$ cat src/bmprle8_pkg.sv
// Shared types and constants for the RLE8 bitmap stream decoder.
// Used by every module of the block; depends on nothing else.
package bmprle8_pkg;

    localparam int MAX_DIMENSION = 4096;
    localparam int DIM_W         = 13;
    localparam int Q_DEPTH       = 4;
    localparam int Q_PTR_W       = $clog2(Q_DEPTH);
    localparam int Q_CNT_W       = $clog2(Q_DEPTH + 1);

    localparam logic [DIM_W-1:0] MAX_DIM = DIM_W'(MAX_DIMENSION);
    localparam logic [DIM_W-1:0] POS_MAX = '1;

    // escape codes following a zero byte
    localparam logic [7:0] ESC_EOL   = 8'd0;
    localparam logic [7:0] ESC_EOB   = 8'd1;
    localparam logic [7:0] ESC_DELTA = 8'd2;

    // register indexes on the configuration port
    localparam logic REG_WIDTH  = 1'b0;
    localparam logic REG_HEIGHT = 1'b1;

    typedef enum logic [2:0] {
        PH_COUNT,
        PH_VALUE,
        PH_ESCAPE,
        PH_DELTA_X,
        PH_DELTA_Y,
        PH_LITERAL,
        PH_PAD,
        PH_DONE
    } phase_t;

    typedef enum logic [2:0] {
        TOK_RUN,
        TOK_EOL,
        TOK_EOB,
        TOK_DELTA,
        TOK_LIT_START,
        TOK_LIT_BYTE
    } tok_kind_t;

    // a: run count, literal count or delta x; b: pixel value or delta y
    typedef struct packed {
        tok_kind_t  kind;
        logic [7:0] a;
        logic [7:0] b;
    } token_t;

    typedef struct packed {
        logic [11:0] frame_row;
        logic [11:0] frame_column;
        logic [7:0]  segment_length;
        logic [7:0]  pixel_value;
        logic        image_done;
    } result_t;

endpackage

$ cat src/bmprle8_parser.sv
// Front end: walks the byte grammar of the RLE8 stream and issues tokens.
// Depends on bmprle8_pkg.
module bmprle8_parser
    import bmprle8_pkg::*;
(
    input  logic       clk,
    input  logic       rst_n,
    input  logic       byte_valid,
    input  logic [7:0] data_byte,
    output logic       tok_valid,
    output token_t     tok
);

    phase_t     phase_reg, phase_next;
    logic [7:0] pending_reg, pending_next;
    logic [7:0] left_reg, left_next;
    logic       pad_reg, pad_next;

    always_ff @(posedge clk or negedge rst_n)
    begin
        if (!rst_n)
        begin
            phase_reg   <= PH_COUNT;
            pending_reg <= '0;
            left_reg    <= '0;
            pad_reg     <= 1'b0;
        end
        else
        begin
            phase_reg   <= phase_next;
            pending_reg <= pending_next;
            left_reg    <= left_next;
            pad_reg     <= pad_next;
        end
    end

    always_comb
    begin
        phase_next   = phase_reg;
        pending_next = pending_reg;
        left_next    = left_reg;
        pad_next     = pad_reg;
        tok_valid    = 1'b0;
        tok.kind     = TOK_RUN;
        tok.a        = pending_reg;
        tok.b        = data_byte;
        if (byte_valid)
        begin
            unique case (phase_reg)
                PH_COUNT:
                begin
                    if (data_byte != 8'd0)
                    begin
                        pending_next = data_byte;
                        phase_next   = PH_VALUE;
                    end
                    else
                    begin
                        phase_next = PH_ESCAPE;
                    end
                end
                PH_VALUE:
                begin
                    tok_valid  = 1'b1;
                    tok.kind   = TOK_RUN;
                    phase_next = PH_COUNT;
                end
                PH_ESCAPE:
                begin
                    unique case (data_byte)
                        ESC_EOL:
                        begin
                            tok_valid  = 1'b1;
                            tok.kind   = TOK_EOL;
                            phase_next = PH_COUNT;
                        end
                        ESC_EOB:
                        begin
                            tok_valid  = 1'b1;
                            tok.kind   = TOK_EOB;
                            phase_next = PH_DONE;
                        end
                        ESC_DELTA:
                        begin
                            phase_next = PH_DELTA_X;
                        end
                        default:
                        begin
                            // absolute run: pad byte follows when the count is odd
                            tok_valid  = 1'b1;
                            tok.kind   = TOK_LIT_START;
                            tok.a      = data_byte;
                            left_next  = data_byte;
                            pad_next   = data_byte[0];
                            phase_next = PH_LITERAL;
                        end
                    endcase
                end
                PH_DELTA_X:
                begin
                    pending_next = data_byte;
                    phase_next   = PH_DELTA_Y;
                end
                PH_DELTA_Y:
                begin
                    tok_valid  = 1'b1;
                    tok.kind   = TOK_DELTA;
                    phase_next = PH_COUNT;
                end
                PH_LITERAL:
                begin
                    tok_valid = 1'b1;
                    tok.kind  = TOK_LIT_BYTE;
                    left_next = left_reg - 8'd1;
                    if (left_reg == 8'd1)
                    begin
                        phase_next = pad_reg ? PH_PAD : PH_COUNT;
                    end
                end
                PH_PAD:
                begin
                    phase_next = PH_COUNT;
                end
                PH_DONE:
                begin
                    // drop everything until reset
                end
                default:
                begin
                    phase_next = PH_COUNT;
                end
            endcase
        end
    end

endmodule

$ cat src/bmprle8_queue.sv
// Short token queue between the parser and the segment writer.
// Depends on bmprle8_pkg.
module bmprle8_queue
    import bmprle8_pkg::*;
(
    input  logic   clk,
    input  logic   rst_n,
    input  logic   push,
    input  token_t push_tok,
    output logic   full,
    output logic   head_valid,
    output token_t head_tok,
    input  logic   pop
);

    token_t               entry_reg [Q_DEPTH];
    logic [Q_PTR_W-1:0]   wr_ptr_reg, wr_ptr_next;
    logic [Q_PTR_W-1:0]   rd_ptr_reg, rd_ptr_next;
    logic [Q_CNT_W-1:0]   count_reg, count_next;
    logic                 do_push, do_pop;

    assign full       = (count_reg == Q_CNT_W'(Q_DEPTH));
    assign head_valid = (count_reg != '0);
    assign head_tok   = entry_reg[rd_ptr_reg];
    assign do_push    = push && !full;
    assign do_pop     = pop && head_valid;

    always_comb
    begin
        wr_ptr_next = do_push ? wr_ptr_reg + Q_PTR_W'(1) : wr_ptr_reg;
        rd_ptr_next = do_pop ? rd_ptr_reg + Q_PTR_W'(1) : rd_ptr_reg;
        count_next  = count_reg;
        if (do_push && !do_pop)
        begin
            count_next = count_reg + Q_CNT_W'(1);
        end
        else if (do_pop && !do_push)
        begin
            count_next = count_reg - Q_CNT_W'(1);
        end
    end

    always_ff @(posedge clk or negedge rst_n)
    begin
        if (!rst_n)
        begin
            wr_ptr_reg <= '0;
            rd_ptr_reg <= '0;
            count_reg  <= '0;
        end
        else
        begin
            wr_ptr_reg <= wr_ptr_next;
            rd_ptr_reg <= rd_ptr_next;
            count_reg  <= count_next;
        end
    end

    always_ff @(posedge clk)
    begin
        if (do_push)
        begin
            entry_reg[wr_ptr_reg] <= push_tok;
        end
    end

    a_count_bound: assert property (@(posedge clk) disable iff (!rst_n)
        count_reg <= Q_CNT_W'(Q_DEPTH))
        else $error("queue count beyond depth");

    a_no_push_full: assert property (@(posedge clk) disable iff (!rst_n)
        !(push && full))
        else $error("token pushed into a full queue");

endmodule

$ cat src/bmprle8_writer.sv
// Back end: applies tokens to the cursor, checks bounds and forms segments.
// Depends on bmprle8_pkg.
module bmprle8_writer
    import bmprle8_pkg::*;
(
    input  logic             clk,
    input  logic             rst_n,
    input  logic [DIM_W-1:0] image_width,
    input  logic [DIM_W-1:0] image_height,
    input  logic             tok_valid,
    input  token_t           tok,
    output logic             tok_pop,
    output logic             res_valid,
    output result_t          res,
    input  logic             res_ready
);

    logic [DIM_W-1:0] col_reg, col_next;
    logic [DIM_W-1:0] line_reg, line_next;
    logic             skip_reg, skip_next;
    logic             out_valid_reg, out_valid_next;
    result_t          out_reg, out_next;

    logic [DIM_W-1:0] eff_w, eff_h;
    logic             out_free, emit;
    logic             run_oob;
    logic [DIM_W-1:0] row_full;

    function automatic logic [DIM_W-1:0] sat_add(input logic [DIM_W-1:0] p,
                                                 input logic [7:0]       d);
        logic [DIM_W:0] s;
        s = {1'b0, p} + {{(DIM_W-7){1'b0}}, d};
        return s[DIM_W] ? POS_MAX : s[DIM_W-1:0];
    endfunction

    assign eff_w    = (image_width > MAX_DIM) ? MAX_DIM : image_width;
    assign eff_h    = (image_height > MAX_DIM) ? MAX_DIM : image_height;
    assign out_free = !out_valid_reg || res_ready;
    assign tok_pop  = tok_valid && out_free;
    assign row_full = eff_h - DIM_W'(1) - line_reg;

    // bound test shared by encoded runs and the start of absolute runs
    assign run_oob = (({1'b0, col_reg} + {{(DIM_W-7){1'b0}}, tok.a}) > {1'b0, eff_w})
                     || (line_reg >= eff_h);

    always_comb
    begin
        col_next  = col_reg;
        line_next = line_reg;
        skip_next = skip_reg;
        emit      = 1'b0;
        out_next  = out_reg;
        if (tok_pop)
        begin
            out_next.frame_row      = row_full[11:0];
            out_next.frame_column   = col_reg[11:0];
            out_next.segment_length = tok.a;
            out_next.pixel_value    = tok.b;
            out_next.image_done     = 1'b0;
            unique case (tok.kind)
                TOK_RUN:
                begin
                    if (!run_oob)
                    begin
                        emit     = 1'b1;
                        col_next = sat_add(col_reg, tok.a);
                    end
                end
                TOK_EOL:
                begin
                    col_next  = '0;
                    line_next = sat_add(line_reg, 8'd1);
                end
                TOK_EOB:
                begin
                    emit     = 1'b1;
                    out_next = '0;
                    out_next.image_done = 1'b1;
                end
                TOK_DELTA:
                begin
                    col_next  = sat_add(col_reg, tok.a);
                    line_next = sat_add(line_reg, tok.b);
                end
                TOK_LIT_START:
                begin
                    skip_next = run_oob;
                end
                TOK_LIT_BYTE:
                begin
                    out_next.segment_length = 8'd1;
                    if (!skip_reg)
                    begin
                        emit     = 1'b1;
                        col_next = sat_add(col_reg, 8'd1);
                    end
                end
                default:
                begin
                end
            endcase
        end
        if (emit)
        begin
            out_valid_next = 1'b1;
        end
        else if (res_ready)
        begin
            out_valid_next = 1'b0;
        end
        else
        begin
            out_valid_next = out_valid_reg;
        end
    end

    always_ff @(posedge clk or negedge rst_n)
    begin
        if (!rst_n)
        begin
            col_reg       <= '0;
            line_reg      <= '0;
            skip_reg      <= 1'b0;
            out_valid_reg <= 1'b0;
        end
        else
        begin
            col_reg       <= col_next;
            line_reg      <= line_next;
            skip_reg      <= skip_next;
            out_valid_reg <= out_valid_next;
        end
    end

    always_ff @(posedge clk)
    begin
        if (emit)
        begin
            out_reg <= out_next;
        end
    end

    assign res_valid = out_valid_reg;
    assign res       = out_reg;

    a_done_empty: assert property (@(posedge clk) disable iff (!rst_n)
        out_valid_reg && out_reg.image_done |-> out_reg.segment_length == 8'd0)
        else $error("done marker carries a segment");

    a_seg_nonzero: assert property (@(posedge clk) disable iff (!rst_n)
        out_valid_reg && !out_reg.image_done |-> out_reg.segment_length != 8'd0)
        else $error("empty pixel segment");

    a_cursor_moves: assert property (@(posedge clk) disable iff (!rst_n)
        emit && tok.kind == TOK_RUN |=>
            col_reg == sat_add($past(col_reg), $past(tok.a)))
        else $error("cursor did not advance by the run length");

endmodule

$ cat src/bmprle8_decoder.sv
// Top level of the RLE8 bitmap stream decoder: APB registers and the
// parser, token queue and segment writer. Depends on bmprle8_pkg.
//
// Usage:
//  - s_tvalid/s_tready/s_tdata carry the compressed pixel stream, one byte
//    per transaction. m_tvalid/m_tready/m_tdata/m_tuser carry write
//    segments (row, column, length, value); m_tuser marks the done marker.
//  - image_width (0x0) and image_height (0x4) are written over APB while
//    the stream is idle; both read back. Values above 4096 act as 4096.
//  - Throughput is one byte per cycle while s_tready is high. The parser
//    classifies each byte in the cycle it is accepted; the writer applies
//    one token per cycle from a four-entry queue while its output is free.
//    A segment's token is written into the queue and is then registered
//    in the output register, which drives m_tvalid.
//  - If m_tready is low while a result is held, the writer stops taking
//    tokens; the queue absorbs up to four tokens before s_tready drops.
//  - Reset clears the parser phase, cursor, queue and output valid; the
//    registers return to width 1 and height 1. Bytes after end of bitmap
//    are taken and dropped until the next reset.
module bmp_rle8_decoder
    import bmprle8_pkg::*;
(
    input  logic        clk,
    input  logic        rst_n,
    input  logic        s_tvalid,
    output logic        s_tready,
    input  logic [7:0]  s_tdata,   // [7:0] data_byte
    output logic        m_tvalid,
    input  logic        m_tready,
    output logic [39:0] m_tdata,   // [11:0] frame_row, [23:12] frame_column,
                                   // [31:24] segment_length, [39:32] pixel_value
    output logic        m_tuser,   // [0] image_done
    input  logic        psel,
    input  logic        penable,
    input  logic        pwrite,
    input  logic [2:0]  paddr,
    input  logic [31:0] pwdata,
    output logic [31:0] prdata,
    output logic        pready
);

    logic [DIM_W-1:0] width_reg, height_reg;
    logic             reg_wr;
    logic             accept;
    logic             p_tok_valid;
    token_t           p_tok;
    logic             q_full, q_head_valid, q_pop;
    token_t           q_head;
    result_t          res;

    assign pready = 1'b1;
    assign reg_wr = psel && penable && pwrite && pready;

    always_ff @(posedge clk or negedge rst_n)
    begin
        if (!rst_n)
        begin
            width_reg  <= DIM_W'(1);
            height_reg <= DIM_W'(1);
        end
        else if (reg_wr)
        begin
            if (paddr[2] == REG_WIDTH)
            begin
                width_reg <= pwdata[DIM_W-1:0];
            end
            else
            begin
                height_reg <= pwdata[DIM_W-1:0];
            end
        end
    end

    assign prdata = (paddr[2] == REG_HEIGHT) ? {{(32-DIM_W){1'b0}}, height_reg}
                                             : {{(32-DIM_W){1'b0}}, width_reg};

    assign s_tready = !q_full;
    assign accept   = s_tvalid && s_tready;

    bmprle8_parser u_parser (
        .clk        (clk),
        .rst_n      (rst_n),
        .byte_valid (accept),
        .data_byte  (s_tdata),
        .tok_valid  (p_tok_valid),
        .tok        (p_tok)
    );

    bmprle8_queue u_queue (
        .clk        (clk),
        .rst_n      (rst_n),
        .push       (p_tok_valid),
        .push_tok   (p_tok),
        .full       (q_full),
        .head_valid (q_head_valid),
        .head_tok   (q_head),
        .pop        (q_pop)
    );

    bmprle8_writer u_writer (
        .clk          (clk),
        .rst_n        (rst_n),
        .image_width  (width_reg),
        .image_height (height_reg),
        .tok_valid    (q_head_valid),
        .tok          (q_head),
        .tok_pop      (q_pop),
        .res_valid    (m_tvalid),
        .res          (res),
        .res_ready    (m_tready)
    );

    assign m_tdata = {res.pixel_value, res.segment_length, res.frame_column, res.frame_row};
    assign m_tuser = res.image_done;

endmodule
$ cat config.mk
export PLATFORM = sky130hd
export DESIGN_NAME = bmp_rle8_decoder
export DESIGN_NICKNAME = d
export VERILOG_FILES = /design/src/bmprle8_pkg.sv /design/src/bmprle8_parser.sv /design/src/bmprle8_queue.sv /design/src/bmprle8_writer.sv /design/src/bmprle8_decoder.sv
export SDC_FILE = /design/constraint.sdc
export NUM_CORES = 1
export LEC_CHECK = 0
export ABC_CLOCK_PERIOD_IN_PS = 8200
export BUFFER_PORTS_ARGS = -buffer_cell sky130_fd_sc_hd__buf_2
export CAP_MARGIN = 15
export CORE_ASPECT_RATIO = 0.8
export CORE_MARGIN = 10
export CORE_UTILIZATION = 45
export CTS_CLUSTER_SIZE = 40
export DETAILED_ROUTE_END_ITERATION = 12
export SKIP_CTS_REPAIR_TIMING = 1
export SYNTH_ARGS = -nofsm -noshare
export SYNTH_HDL_FRONTEND = slang
export SYNTH_SLANG_ARGS = --single-unit
$ cat constraint.sdc
create_clock -name clk -period 8.2 [get_ports clk]
set_clock_uncertainty 0.15 [all_clocks]
set_input_delay 1.64 -clock clk [delete_from_list [all_inputs] [get_ports clk]]
set_output_delay 1.64 -clock clk [all_outputs]
set_load 0.01 [all_outputs]
# Yosys cells after proc, flatten, opt, wreduce, memory -nomap -nowiden

Memories as Yosys holds them, arrays and structs flattened.
Index checks and enable logic that the tools add are counted.

Input bits: 50
Memories kept: 1
Bits in writable memories: 76
Bits in registers: 122

Memories:

| name              | depth | bits a word | read ports | clocked after Yosys merged registers in | write ports | line                | text |
|---|---|---|---|---|---|---|---|
| u_queue.entry_reg | 4     | 19          | 1          | 0                                       | 1           | bmprle8_queue.sv:16 | `token_t entry_reg [Q_DEPTH];` |

Eq/ne operators: 20
Bitwise gates (word level): 2
Order comparisons: 4
$add $sub $neg: 11
Reductions and logical operators: 39
Muxes and demuxes: 40

Operator list:

| cell                                                                  | number |
|---|---|
| 13-bit two-way mux                                                    | 9 |
| 13-bit case mux with 4 select lines                                   | 1 |
| 8-bit case mux with 2 select lines                                    | 3 |
| 8-bit two-way mux                                                     | 4 |
| 13-bit by 1-bit adder with 14-bit output (second input constant)      | 2 |
| 13-bit by 8-bit adder with 14-bit output                              | 2 |
| 3-bit case mux with 3 select lines                                    | 3 |
| 13-bit > comparator (second input constant)                           | 2 |
| 13-bit case mux with 2 select lines                                   | 1 |
| 3-bit == test (second input constant)                                 | 6 |
| 8-bit by 1-bit == test with 1-bit output (second input constant)      | 2 |
| 3-bit case mux with 5 select lines                                    | 1 |
| 14-bit by 13-bit > comparator with 1-bit output                       | 1 |
| 13-bit >= comparator                                                  | 1 |
| 3-bit by 2-bit == test with 1-bit output (second input constant)      | 4 |
| 3-bit two-way mux                                                     | 4 |
| 3-bit AND reduction                                                   | 4 |
| 12-bit by 1-bit subtractor with 12-bit output (second input constant) | 1 |
| 12-bit subtractor                                                     | 1 |
| 11-bit two-way mux                                                    | 1 |
| 1-bit two-way mux                                                     | 10 |
| 2-bit AND reduction                                                   | 5 |
| 2-bit nonzero test                                                    | 5 |
| 3-bit OR reduction                                                    | 3 |
| other kinds (22)                                                      | 40 |

# Logic depth before layout (Yosys ltp)

Gate-level depths: netlist of run 1.

Depth after elaboration: 9
Depth in mapped cells: 19

# Hierarchy

A second synthesis of run 1 with hierarchy kept.

Cell total of the unflattened synthesis: 1029
Area, all modules: 11614.9 sq um

Modules (own cells, without submodules):

| module           | area an instance (sq um) | instances | cells an instance |
|---|---|---|---|
| bmprle8_writer   | 5534.1                   | 1         | 615 |
| bmprle8_queue    | 3174.3                   | 1         | 134 |
| bmprle8_parser   | 1549.0                   | 1         | 186 |
| bmp_rle8_decoder | 1357.6                   | 1         | 94 |

# Worst setup path after synthesis of run 1

OpenSTA, ideal clock, no wires.

Kind: register to register
From: reg u_queue.rd_ptr_reg[0]
To: reg u_writer.out_reg, in the netlist u_writer.res[0] (enable)
Required time: 7.597 ns
Arrival: 5.940 ns
Cell stages (with the launch flop): 18
Slack: 1.657 ns
Library setup time: 0.453 ns
Path buffers: 2
Cells stage by stage: dfrtp_1 -> buf_6 -> buf_2 -> mux4_2 -> ha_1 -> fa_1 -> a21oi_1 -> o2111ai_1 -> nand2_1 -> nor2_1 -> xnor2_1 -> ha_1 -> nand3_1 -> nor4_1 -> a31oi_1 -> nor3_1 -> o21ai_0 -> a21oi_1

Cells in the longest elaborated chain, start to end: 8

Ends and longest elaborated chain:

| element                                         | line                  | text |
|---|---|---|
| start: declaration                              | bmprle8_queue.sv:18   | `logic [Q_PTR_W-1:0] rd_ptr_reg, rd_ptr_next;` |
| start signal: assignment                        | bmprle8_queue.sv:54   | `rd_ptr_reg <= rd_ptr_next;` |
| memory read 4 x 19 bit (*)                      | --                    |  |
| 13-bit by 8-bit adder with 14-bit output        | bmprle8_writer.sv:43  | `assign run_oob = (({1'b0, col_reg} + {{(DIM_W-7){1'b0}}, tok.a}) > {1'b0, eff_w})` |
| 14-bit by 13-bit > comparator with 1-bit output | bmprle8_writer.sv:43  |  |
| 1-bit logical OR                                | bmprle8_writer.sv:44  | `\|\| (line_reg >= eff_h);` |
| 1-bit two-way mux                               | bmprle8_writer.sv:63  | `if (!run_oob)` |
| 1-bit case mux with 3 select lines (*)          | bmprle8_writer.sv:60  | `unique case (tok.kind)` |
| 1-bit two-way mux (*)                           | bmprle8_writer.sv:53  | `if (tok_pop)` |
| named net u_writer.emit                         | bmprle8_writer.sv:25  | `logic out_free, emit;` |
| 2-bit AND reduction (no source line) (*)        | --                    |  |
| end signal: assignment                          | bmprle8_writer.sv:139 | `out_reg <= out_next;` |
| end: declaration                                | bmprle8_writer.sv:22  | `result_t out_reg, out_next;` |

Mark *: on every way through the listed nets, which the timed path passes. The rest lies on a longest branch.
A chain may end at the register's enable or synchronous reset.

# Final worst setup path of run 1

From: reg u_queue.rd_ptr_reg[1]
To: reg u_writer.out_reg, in the netlist u_writer.res[33] (enable)

Same word-level chain as after synthesis.

==> metrics.md, run 1 <==
| Metric | Value |
|---|---|
| CTS Buf Count | `17` |
| Vias in the first global route | `7,523` |
| H-tree levels | `4` |
| Die H | `approximately 160 µm` |
| Clk buf depth | `2` |
| Fill cells | `roughly 2,200` |
| GRT Resource Usage Total | `0.168` |
| Seq cells post-synth | `198` |
| Root Driver | `clkbuf_16` |
| Initial Util | `0.454` |
| Critical path class | `register to register` |
| First-pass GRT wire length | `roughly 42,000 µm` |
| Area of the core | `around 24,000 µm²` |
| Max-cap viol count | `0` |
| Buf/Inv on CP | `1` |
| I/O Buffers | `84` |
| Fmax | `between 150 and 200 MHz` |
| Kind of end point of the critical path | `register` |
| Period utilization | `0.737` |
| Post-synthesis sequential area ratio | `0.504` |
| I/O Pins | `about 130` |
| Post-synthesis async set-or-reset flop share | `0.409` |
| Worst VDD drop | `180 µV` |
| GP Congestion | `about 0.9` |
| Final Hold Violating Endpoints | `0` |
| CP max-delay cell | `dfrtp_1` |
| DR vias | `around 7,600` |
| Fin. max-slew vios | `0` |
| Total of warnings raised by yosys | `0` |
| Worst EP arrival | `between 6000 and 7000 ps` |
| Mapped Avg Cell Area | `around 11 µm²` |
| Number of synthesized flops with an enable pin | `roughly 120` |
| Placed Area | `11,600 µm²` |
| Pin count of the biggest net entering global routing | `a little over 60` |
| Fin Setup TNS | `0 ps` |
| Initial antenna violation count | `0` |
| Total grt overflow | `0` |
| Die Area | `slightly above 30,000 µm²` |
| Vias per std cell | `between 5 and 6` |
| Crit path max fanout | `22` |
| Starting DRT DRC Count | `around 610` |
| Max_slew headroom | `0.308` |
| Power Dens Cells | `between 400 and 500 nW/µm²` |
| Post-DRT Antenna Nets | `0` |
| Pleak | `between 0.005 and 0.006 µW` |
| CTS tree | `built` |
| # setup viols final | `0` |
| Design area | `about 12,000 µm²` |
| DRT Pass-1 Iters | `5` |
| WL final | `roughly 26,000 µm` |
| Die X | `between 150 and 200 µm` |
| Area growth, synth to finish | `11.7%` |
| Top FF cell, synth | `edfxtp_1` |
| Hold WC Path Type | `register to register` |
| Netlist Area Pre-Place | `around 11,000 µm²` |
| RSZ-0062 raised after global routing | `false` |
| Measured slew at the worst slew-check pin | `between 1000 and 1500 ps` |
| CTS clk-pin slew, worst paths | `~80 ps` |
| Final #Nets | `between 1,000 and 1,500` |
| Inserted Diodes | `0` |
| CP top delay family | `compound AO/OA/AOI/OAI gates` |
| Wirelength per Cell | `between 15 and 20 µm` |
| Fin crit period | `between 6000 and 7000 ps` |
| Synthesized instance count | `between 900 and 1,000` |
| Startpoint types | `register` |
| Synth cell types | `76` |
| Largest register FFs | `76` |
| Status | `complete, no violations` |
| Remaining DRCs | `0` |
| # rows | `between 50 and 60` |
| Worst skew pair latency | `450 ps` |
| Most used cell, CP | `ha_1` |
| Share of layout cells above drive strength 1 | `0.201` |
| Worst path cell trace | `mux4_2 > ha_1 > fa_1 > a21oi_1 > o2111ai_1 > nand2_1 > nor2_1 > xnor2_1 > ha_1 > nand3_1 > nor4_1 > a31oi_1 > nor3_1 > o21ai_0 > a21oi_4 > buf_12` |
| Number of clock sinks | `between 150 and 200` |
| Hpwl dp | `about 19,000 µm` |
| Worst path max stage delay | `970 ps` |
| Req. time, crit path | `just over 8000 ps` |
==> final cells by class <==
class                   count  area (µm²)  area share
clock buffers              17         425      0.0347
clock inverters            15         213      0.0173
inverters                  55         206      0.0168
multi-input cells         680        5010       0.409
flip-flops and latches    198        5540       0.452
well taps                 318         398      0.0324
repair buffers             89         473      0.0385
==> cell usage after synthesis (4+ instances only) <==
master / count / area share
and3_1: 10 / 0.0057
a31oi_1: 17 / 0.0097
buf_2: 5 / 0.0023
o211ai_1: 5 / 0.0034
a21o_1: 16 / 0.011
a21oi_1: 47 / 0.021
nand2b_1: 6 / 0.0034
a22oi_1: 6 / 0.0041
a211oi_1: 4 / 0.0027
nor2b_1: 6 / 0.0034
buf_4: 22 / 0.015
nor4_1: 8 / 0.0046
mux2_2: 57 / 0.058
o22ai_1: 5 / 0.0028
o21a_1: 4 / 0.0027
fa_1: 4 / 0.0073
o21ai_0: 46 / 0.021
inv_1: 53 / 0.018
nor2_1: 76 / 0.026
mux4_2: 19 / 0.039
nand2_1: 74 / 0.025
nand4_1: 10 / 0.0057
xnor2_1: 21 / 0.017
a211o_1: 4 / 0.0032
clkbuf_1: 25 / 0.0085
dfrtp_1: 79 / 0.18
xor2_1: 15 / 0.012
ha_1: 61 / 0.069
nand3_1: 21 / 0.0096
a221oi_1: 4 / 0.0032
o31ai_1: 5 / 0.0034
and2_1: 27 / 0.015
edfxtp_1: 117 / 0.32
nor3_1: 24 / 0.011
==> worst paths after layout <==
check                                             startpoint                                  end  cells after the start  slack, ps
min in group asynchronous                              rst_n      u_writer.col_reg[5]$_DFFE_PN0P_                      1        950
hold / removal              u_queue.count_reg[2]$_DFFE_PN0P_     u_queue.count_reg[2]$_DFFE_PN0P_                      1        350
max in group asynchronous                              rst_n  u_parser.pending_reg[4]$_DFFE_PN0P_                      2       5800
hold reg to reg             u_queue.count_reg[2]$_DFFE_PN0P_     u_queue.count_reg[2]$_DFFE_PN0P_                      1        350
setup reg to reg           u_queue.rd_ptr_reg[1]$_DFFE_PN0P_       u_writer.res[33]$_SDFFCE_PP0P_                     16       2160
setup / recovery           u_queue.rd_ptr_reg[1]$_DFFE_PN0P_       u_writer.res[33]$_SDFFCE_PP0P_                     16       2160
==> metal layers <==
layer | part of all wire | global-route usage
met1 | 0.48 | 0.237
met2 | 0.45 | 0.258
met3 | 0.050 | 0.0333
met4 | 0.013 | 0.0433
met5 | 0 | 0
==> logic make-up (layout without fill, tap and decap cells) <==
| group | after synthesis | in the layout | share of synthesized area |
|---|---|---|---|
| buffers and inverters | 110 | 176 | 0.0463 |
| adders and majority gates | 65 | 65 | 0.0767 |
| other | 2 | 20 | 0.000683 |
| muxes | 80 | 80 | 0.102 |
| and+or+nand+nor | 278 | 278 | 0.123 |
| xor gates and xnor gates | 36 | 36 | 0.0287 |
| AOI/OAI and AO/OA | 201 | 201 | 0.119 |
| DFF | 198 | 198 | 0.504 |
==> cells in the final DEF (no fill, tap or decap), types with 46 or more instances in the layout <==
cell type    n
o21ai_0     46
nor2_1      76
a21oi_1     46
nand2_1     74
ha_1        61
buf_2       83
inv_1       53
dfrtp_1     79
edfxtp_1   117
mux2_2      57
==> report_power, final <==
| part | leakage, µW | internal, µW | switching [µW] |
|---|---|---|---|
| clock network | 0.000309 | 450 | 439 |
| registers | 0.00203 | 1520 | 271 |
| logic | 0.00272 | 1180 | 1680 |
| total | 0.00507 | 3150 | 2390 |
==> through the flow <==
stage               total power, µW  hold slack [ps]  setup slack, ps  utilization  std cells
floorplan                      3870              314             1660            -        988
detailed placement             4660              340             2220        0.481       1340
finish                         5540              348             2160        0.507       1372
CTS                            5570              355             2130        0.507       1372
global placement               4630              334             2220        0.481       1340
global route                   6000              361             1750        0.507       1372
Power figures use the tool's default switching activity.
==> run 2, diff against run 1 <==
--- a/config.mk
+++ b/config.mk
@@ -5,7 +5,7 @@
 export SDC_FILE = /design/constraint.sdc
 export NUM_CORES = 1
 export LEC_CHECK = 0
-export ABC_CLOCK_PERIOD_IN_PS = 8200
+export ABC_CLOCK_PERIOD_IN_PS = 5950
 export BUFFER_PORTS_ARGS = -buffer_cell sky130_fd_sc_hd__buf_2
 export CAP_MARGIN = 15
 export CORE_ASPECT_RATIO = 0.8
==> constraint.sdc (replaced) <==
create_clock -name clk -period 5.95 [get_ports clk]
set_clock_uncertainty 0.15 [all_clocks]
set_input_delay 1.19 -clock clk [delete_from_list [all_inputs] [get_ports clk]]
set_output_delay 1.19 -clock clk [all_outputs]
set_load 0.01 [all_outputs]
==> run 2 against run 1 <==
Fmax increased by 17%. Sequential share of layout area is essentially flat. Combinational power grew 39%. Via count down 0.61%. Setup slack got worse by 1400 ps. Critical path depth rose by 1. Global-route usage up 0.19 points. Non-clock buffer count rose by 5. Count of clock-buffer cells in the layout did not move. Final cell count grew 0.36%. First-iteration DRC count rose by 20%. Sequential power increased by 37%.
==> metrics.md, run 2 (same netlist as run 1, synthesis figures left out) <==
| Metric | Value |
|---|---|
| CTS Buf Count | `17` |
| Largest register FFs | `76` |
| Max_slew headroom | `0.301` |
| # rows | `between 50 and 60` |
| Commonest non-fill, non-tap cell in the layout | `edfxtp_1` |
| CTS clk-pin slew, worst paths | `about 80 ps` |
| Vias in the first global route | `around 7,400` |
| Startpoint types | `register` |
| Final Non-Filler Cells | `roughly 1,400` |
| Period utilization | `0.866` |
| Starting DRT DRC Count | `between 700 and 800` |
| Worst VDD drop | `~270 µV` |
| Max-cap viol count | `0` |
| Most frequent cells in the layout | `edfxtp_1 (117), buf_2 (83), dfrtp_1 (79), nor2_1 (76), nand2_1 (74)` |
| Area of the core | `24,200 µm²` |
| DRT Pass-1 Iters | `5` |
| Die H | `between 150 and 200 µm` |
| First-pass GRT wire length | `42,400 µm` |
| WL final | `~26,000 µm` |
| Fmax | `roughly 190 MHz` |
| Kind of end point of the critical path | `register` |
| Measured slew at the worst slew-check pin | `~1000 ps` |
| Root Driver | `clkbuf_16` |
| Total grt overflow | `0` |
| Fin Setup TNS | `0 ps` |
| Hold WC Path Type | `register to register` |
| Hold path start | `u_parser.pending_reg[7]$_DFFE_PN0P_` |
| Pin count of the biggest net entering global routing | `55` |
| Fin crit period | `between 5000 and 6000 ps` |
| GP Congestion | `between 0.8 and 0.9` |
| H-tree levels | `4` |
| Worst r2r src | `u_queue.rd_ptr_reg[0]$_DFFE_PN0P_` |
| Placed Instances | `between 1,000 and 1,500` |
| Crit path max fanout | `23` |
| Pleak | `0.00508 µW` |
| Finished Core Util | `0.508` |
| Initial antenna violation count | `0` |
| Final Hold Violating Endpoints | `0` |
| Worst EP arrival | `between 5000 and 6000 ps` |
| Power Dens Cells | `between 600 and 700 nW/µm²` |
| Remaining DRCs | `0` |
| Die Area | `between 30,000 and 40,000 µm²` |
| RSZ-0062 raised after global routing | `false` |
| GRT Resource Usage Total | `0.170` |
| Fin. max-slew vios | `0` |
| Share of layout cells above drive strength 1 | `0.205` |
| Critical path launch point | `u_queue.rd_ptr_reg[0]$_DFFE_PN0P_` |
| # setup viols final | `0` |
| Clk buf depth | `2` |
| Number of clock sinks | `198` |
| I/O Buffers | `84` |
| Hpwl dp | `~19,000 µm` |
| Area growth, synth to finish | `11.8%` |
| Inserted Diodes | `0` |
| Req. time, crit path | `5970 ps` |
| Initial Util | `0.454` |
| CTS tree | `built` |
| I/O Pins | `~130` |
| Wirelength per Cell | `19.2 µm` |
| Worst skew pair latency | `roughly 460 ps` |
| Post-DRT Antenna Nets | `0` |
| Final #Nets | `1,161` |
| Die X | `between 150 and 200 µm` |
| DR vias | `around 7,600` |
| Vias per std cell | `around 5.5` |
| Critical path class | `register to register` |
| Status | `complete, no violations` |
| Hold_ws | `about 350 ps` |
-- run 2: cell count changes in the layout (fill, tap and decap cells not counted), sizes merged --
cell / change
buf: +5
clkinv: +1
inv: -1
-- run 2: per-stage QoR --
step	setup WS, ps	total power [µW]	area (µm²)
5_1_grt	448	8260	12300
3_3_place_gp	852	6410	11700
3_5_place_dp	804	6430	11700
6_report	795	7640	12300
2_1_floorplan	199	5330	11100
4_1_cts	776	7670	12300
-- run 2: report_power, final --
| part | total, µW | switching, µW | leakage [µW] | internal (µW) |
|---|---|---|---|---|
| registers | 2460 | 364 | 0.00203 | 2090 |
| logic | 3970 | 2340 | 0.00275 | 1640 |
| clock network | 1210 | 594 | 0.000305 | 612 |
| total | 7640 | 3290 | 0.00508 | 4340 |
-- run 2: worst paths after layout --
path	end	slack (ps)	cells past startpoint
max	u_writer.res[18]$_SDFFCE_PP0P_	790	17
min	u_parser.pending_reg[7]$_DFFE_PN0P_	350	1
max reg2reg	u_writer.res[18]$_SDFFCE_PP0P_	790	17
min reg2reg	u_parser.pending_reg[7]$_DFFE_PN0P_	350	1
max in group asynchronous	u_writer.col_reg[1]$_DFFE_PN0P_	4040	2
min in group asynchronous	u_queue.rd_ptr_reg[1]$_DFFE_PN0P_	510	1
-- run 2: worst max-delay path, stage by stage (launching register included) --
cell and delay (ps):
dfrtp_1 560, buf_4 270, mux4_2 560, ha_1 380, a41oi_1 170, a21o_1 250, a21oi_1 360, xor2_1 150
ha_1 320, nand4_1 130, nor2_1 110, o31ai_1 70, a31oi_1 410, nor3_1 100, buf_4 170, o21ai_0 360
a21oi_4 90, buf_4 250
-- run 2: layout make-up --
class / count / area (µm²)
Clock inverter: 15 / 200
Inverter: 55 / 206
Tap cell: 318 / 398
Sequential cell: 198 / 5540
Multi-Input combinational cell: 680 / 5010
Clock buffer: 17 / 425
Timing Repair Buffer: 94 / 498
Fill cell: 2170 / 11900
-- run 2: metal layers --
metal	vias up	track usage	wire length, µm	part of all wire
li1	3665	-	-	-
met1	3706	0.251	13200	0.50
met2	214	0.248	11700	0.44
met3	15	0.0318	1430	0.054
met4	0	0.0457	198	0.0075
met5	-	0	0	0
==> run 3, diff against run 2 <==
--- a/config.mk
+++ b/config.mk
@@ -8,11 +8,12 @@
 export ABC_CLOCK_PERIOD_IN_PS = 5950
 export BUFFER_PORTS_ARGS = -buffer_cell sky130_fd_sc_hd__buf_2
 export CAP_MARGIN = 15
-export CORE_ASPECT_RATIO = 0.8
+export CORE_ASPECT_RATIO = 0.9
 export CORE_MARGIN = 10
 export CORE_UTILIZATION = 45
 export CTS_CLUSTER_SIZE = 40
 export DETAILED_ROUTE_END_ITERATION = 12
+export RECOVER_POWER = 50
 export SKIP_CTS_REPAIR_TIMING = 1
 export SYNTH_ARGS = -nofsm -noshare
 export SYNTH_HDL_FRONTEND = slang
==> constraint.sdc (replaced) <==
create_clock -name clk -period 5.95 [get_ports clk]
set_clock_uncertainty 0.15 [all_clocks]
set_input_delay 0.8925 -clock clk [delete_from_list [all_inputs] [get_ports clk]]
set_output_delay 0.8925 -clock clk [all_outputs]
set_load 0.01 [all_outputs]
==> run 3 against run 2 <==
The flow now finishes with violations (max-capacitance violations, max-slew violations). Die area about the same. Fmax decreased by 0.31%. Power down 1.3%. Setup slack got worse by 16 ps. Non-clock buffer count is 1 lower. Global-route usage down 0.18 points. Hold slack lost 2.6 ps. Clock power decreased by 4%. Flip-flop and latch count did not move. Final cell count shrank 0.80%. Register-to-register slack got worse by 20 ps. Count of clock-buffer cells in the layout is the same.
==> metrics.md, run 3 (same netlist as run 1, synthesis figures left out) <==
| Metric | Value |
|---|---|
| Critical path class | `register to register` |
| Worst Setup EP | `u_writer.res[40]$_SDFFCE_PP0P_` |
| Final Hold Violating Endpoints | `0` |
| Max_slew headroom | `-0.986` |
| Inserted Diodes | `0` |
| CTS clk-pin slew, worst paths | `80 ps` |
| CTS Buf Count | `17` |
| Worst skew pair latency | `between 400 and 500 ps` |
| Worst r2r src | `u_queue.rd_ptr_reg[0]$_DFFE_PN0P_` |
| First-pass GRT wire length | `41,400 µm` |
| Clk buf depth | `2` |
| Hpwl dp | `approximately 19,000 µm` |
| Root Driver | `clkbuf_16` |
| RSZ-0062 raised after global routing | `false` |
| Reg-to-Reg End | `u_writer.res[40]$_SDFFCE_PP0P_` |
| Period utilization | `0.869` |
| Failing checks | `max-capacitance violations, max-slew violations` |
| Pleak | `0.00489 µW` |
| Status | `finished with violations` |
| Fin. max-slew vios | `84` |
| Power Dens Cells | `620 nW/µm²` |
| Area of the multi-input gates | `between 5000 and 6000 µm²` |
| Area of the core | `approximately 24,000 µm²` |
| H-tree levels | `4` |
| GRT Resource Usage Total | `0.168` |
| Vias in the first global route | `between 7,000 and 8,000` |
| Initial Util | `0.456` |
| GP Congestion | `slightly below 0.9` |
| Die Area | `around 31,000 µm²` |
| Crit path max fanout | `11` |
| I/O Buffers | `84` |
| Initial antenna violation count | `0` |
| Power Total | `between 7000 and 8000 µW` |
| Fin crit period | `between 5000 and 6000 ps` |
| Most frequent cells in the layout | `edfxtp_1 (117), dfrtp_1 (79), nor2_1 (76), nand2_1 (74), clkbuf_1 (62)` |
| # rows | `54` |
| DRT Pass-1 Iters | `7` |
| CTS tree | `built` |
| Req. time, crit path | `5940 ps` |
| Hold WC Path Type | `register to register` |
| Worst VDD drop | `between 200 and 300 µV` |
| Design area | `around 12,000 µm²` |
| R2r worst-path depth | `17` |
| Starting DRT DRC Count | `between 600 and 700` |
| Final #Nets | `approximately 1,200` |
| Sequential cell area | `about 5500 µm²` |
| # setup viols final | `0` |
| Pin count of the biggest net entering global routing | `54` |
| Die X | `~180 µm` |
| Fin Setup TNS | `0 ps` |
| Vias per std cell | `5.54` |
| Remaining DRCs | `0` |
| WL final | `~26,000 µm` |
| DR vias | `7,567` |
| Fmax | `193 MHz` |
| Die H | `between 150 and 200 µm` |
| Area growth, synth to finish | `10.7%` |
| Commonest non-fill, non-tap cell in the layout | `edfxtp_1` |
| Max-cap viol count | `2` |
| Largest register FFs | `76` |
| Fill cells | `around 2,200` |
| Worst EP arrival | `between 5000 and 6000 ps` |
| Hold_ws | `351 ps` |
| Number of clock sinks | `around 200` |
| Share of layout cells above drive strength 1 | `0.145` |
| Measured slew at the worst slew-check pin | `between 2000 and 3000 ps` |
| Startpoint types | `register` |
| Placed Area | `about 12,000 µm²` |
| Post-DRT Antenna Nets | `0` |
| Critical path launch point | `u_queue.rd_ptr_reg[0]$_DFFE_PN0P_` |
| Wirelength per Cell | `between 15 and 20 µm` |
| I/O Pins | `126` |
| FF-to-FF setup slack | `780 ps` |
| Finished Core Util | `0.504` |
| Kind of end point of the critical path | `register` |
| Total grt overflow | `0` |
## run 3: where the power goes
part | internal (µW) | switching [µW] | total (µW) | leakage, µW
Sequential | 2090 | 357 | 2450 | 0.00203
Clock | 570 | 587 | 1160 | 0.000291
Combinational | 1600 | 2330 | 3930 | 0.00257
Total | 4270 | 3270 | 7540 | 0.00489
## run 3: per-stage QoR
stage / setup WS [ps] / instances
after floorplan: 199 / 988
after global placement: 786 / 1334
after detailed placement: 802 / 1334
after CTS: 777 / 1366
after global routing: 417 / 1366
final: 779 / 1366
## run 3: layout make-up
type | count | share of cell area
clock buffer | 17 | 0.0350
clock inverter | 15 | 0.0147
inverter | 55 | 0.0170
multi-input combinational | 680 | 0.412
sequential | 198 | 0.456
tap | 308 | 0.0317
timing repair buffer | 93 | 0.0343
## run 3: worst min-delay path by stage
| stage | depth (start not counted) | start | endpoint | slack (ps) |
|---|---|---|---|---|
| 5_1_grt | 1 | u_queue.count_reg[2]$_DFFE_PN0P_ | u_queue.count_reg[2]$_DFFE_PN0P_ | 360 |
| 6_report | 1 | u_queue.count_reg[2]$_DFFE_PN0P_ | u_queue.count_reg[2]$_DFFE_PN0P_ | 350 |
| 3_3_place_gp | 1 | u_queue.count_reg[2]$_DFFE_PN0P_ | u_queue.count_reg[2]$_DFFE_PN0P_ | 330 |
| 4_1_cts | 1 | rst_n | u_writer.col_reg[4]$_DFFE_PN0P_ | 250 |
| 3_5_place_dp | 1 | u_queue.count_reg[2]$_DFFE_PN0P_ | u_queue.count_reg[2]$_DFFE_PN0P_ | 340 |
| 2_1_floorplan | 1 | u_queue.count_reg[2]$_DFFE_PN0P_ | u_queue.count_reg[2]$_DFFE_PN0P_ | 310 |
## run 3: worst max-delay path: stages (launching register included)
cell	delay (ps)
dfrtp_1	500
buf_4	240
mux4_2	560
ha_1	420
a21o_1	150
nand2_1	80
a21o_1	210
a211o_1	380
xnor2_1	160
ha_1	300
nand3_1	120
nor4_1	280
a31oi_1	120
nor3_1	210
buf_4	160
o21ai_0	150
a21oi_4	420
buf_4	280
## run 3: layer usage
metal,global-route usage,part of all wire
met1,0.242,0.48
met2,0.254,0.45
met3,0.0325,0.061
met4,0.0431,0.015
met5,0,0
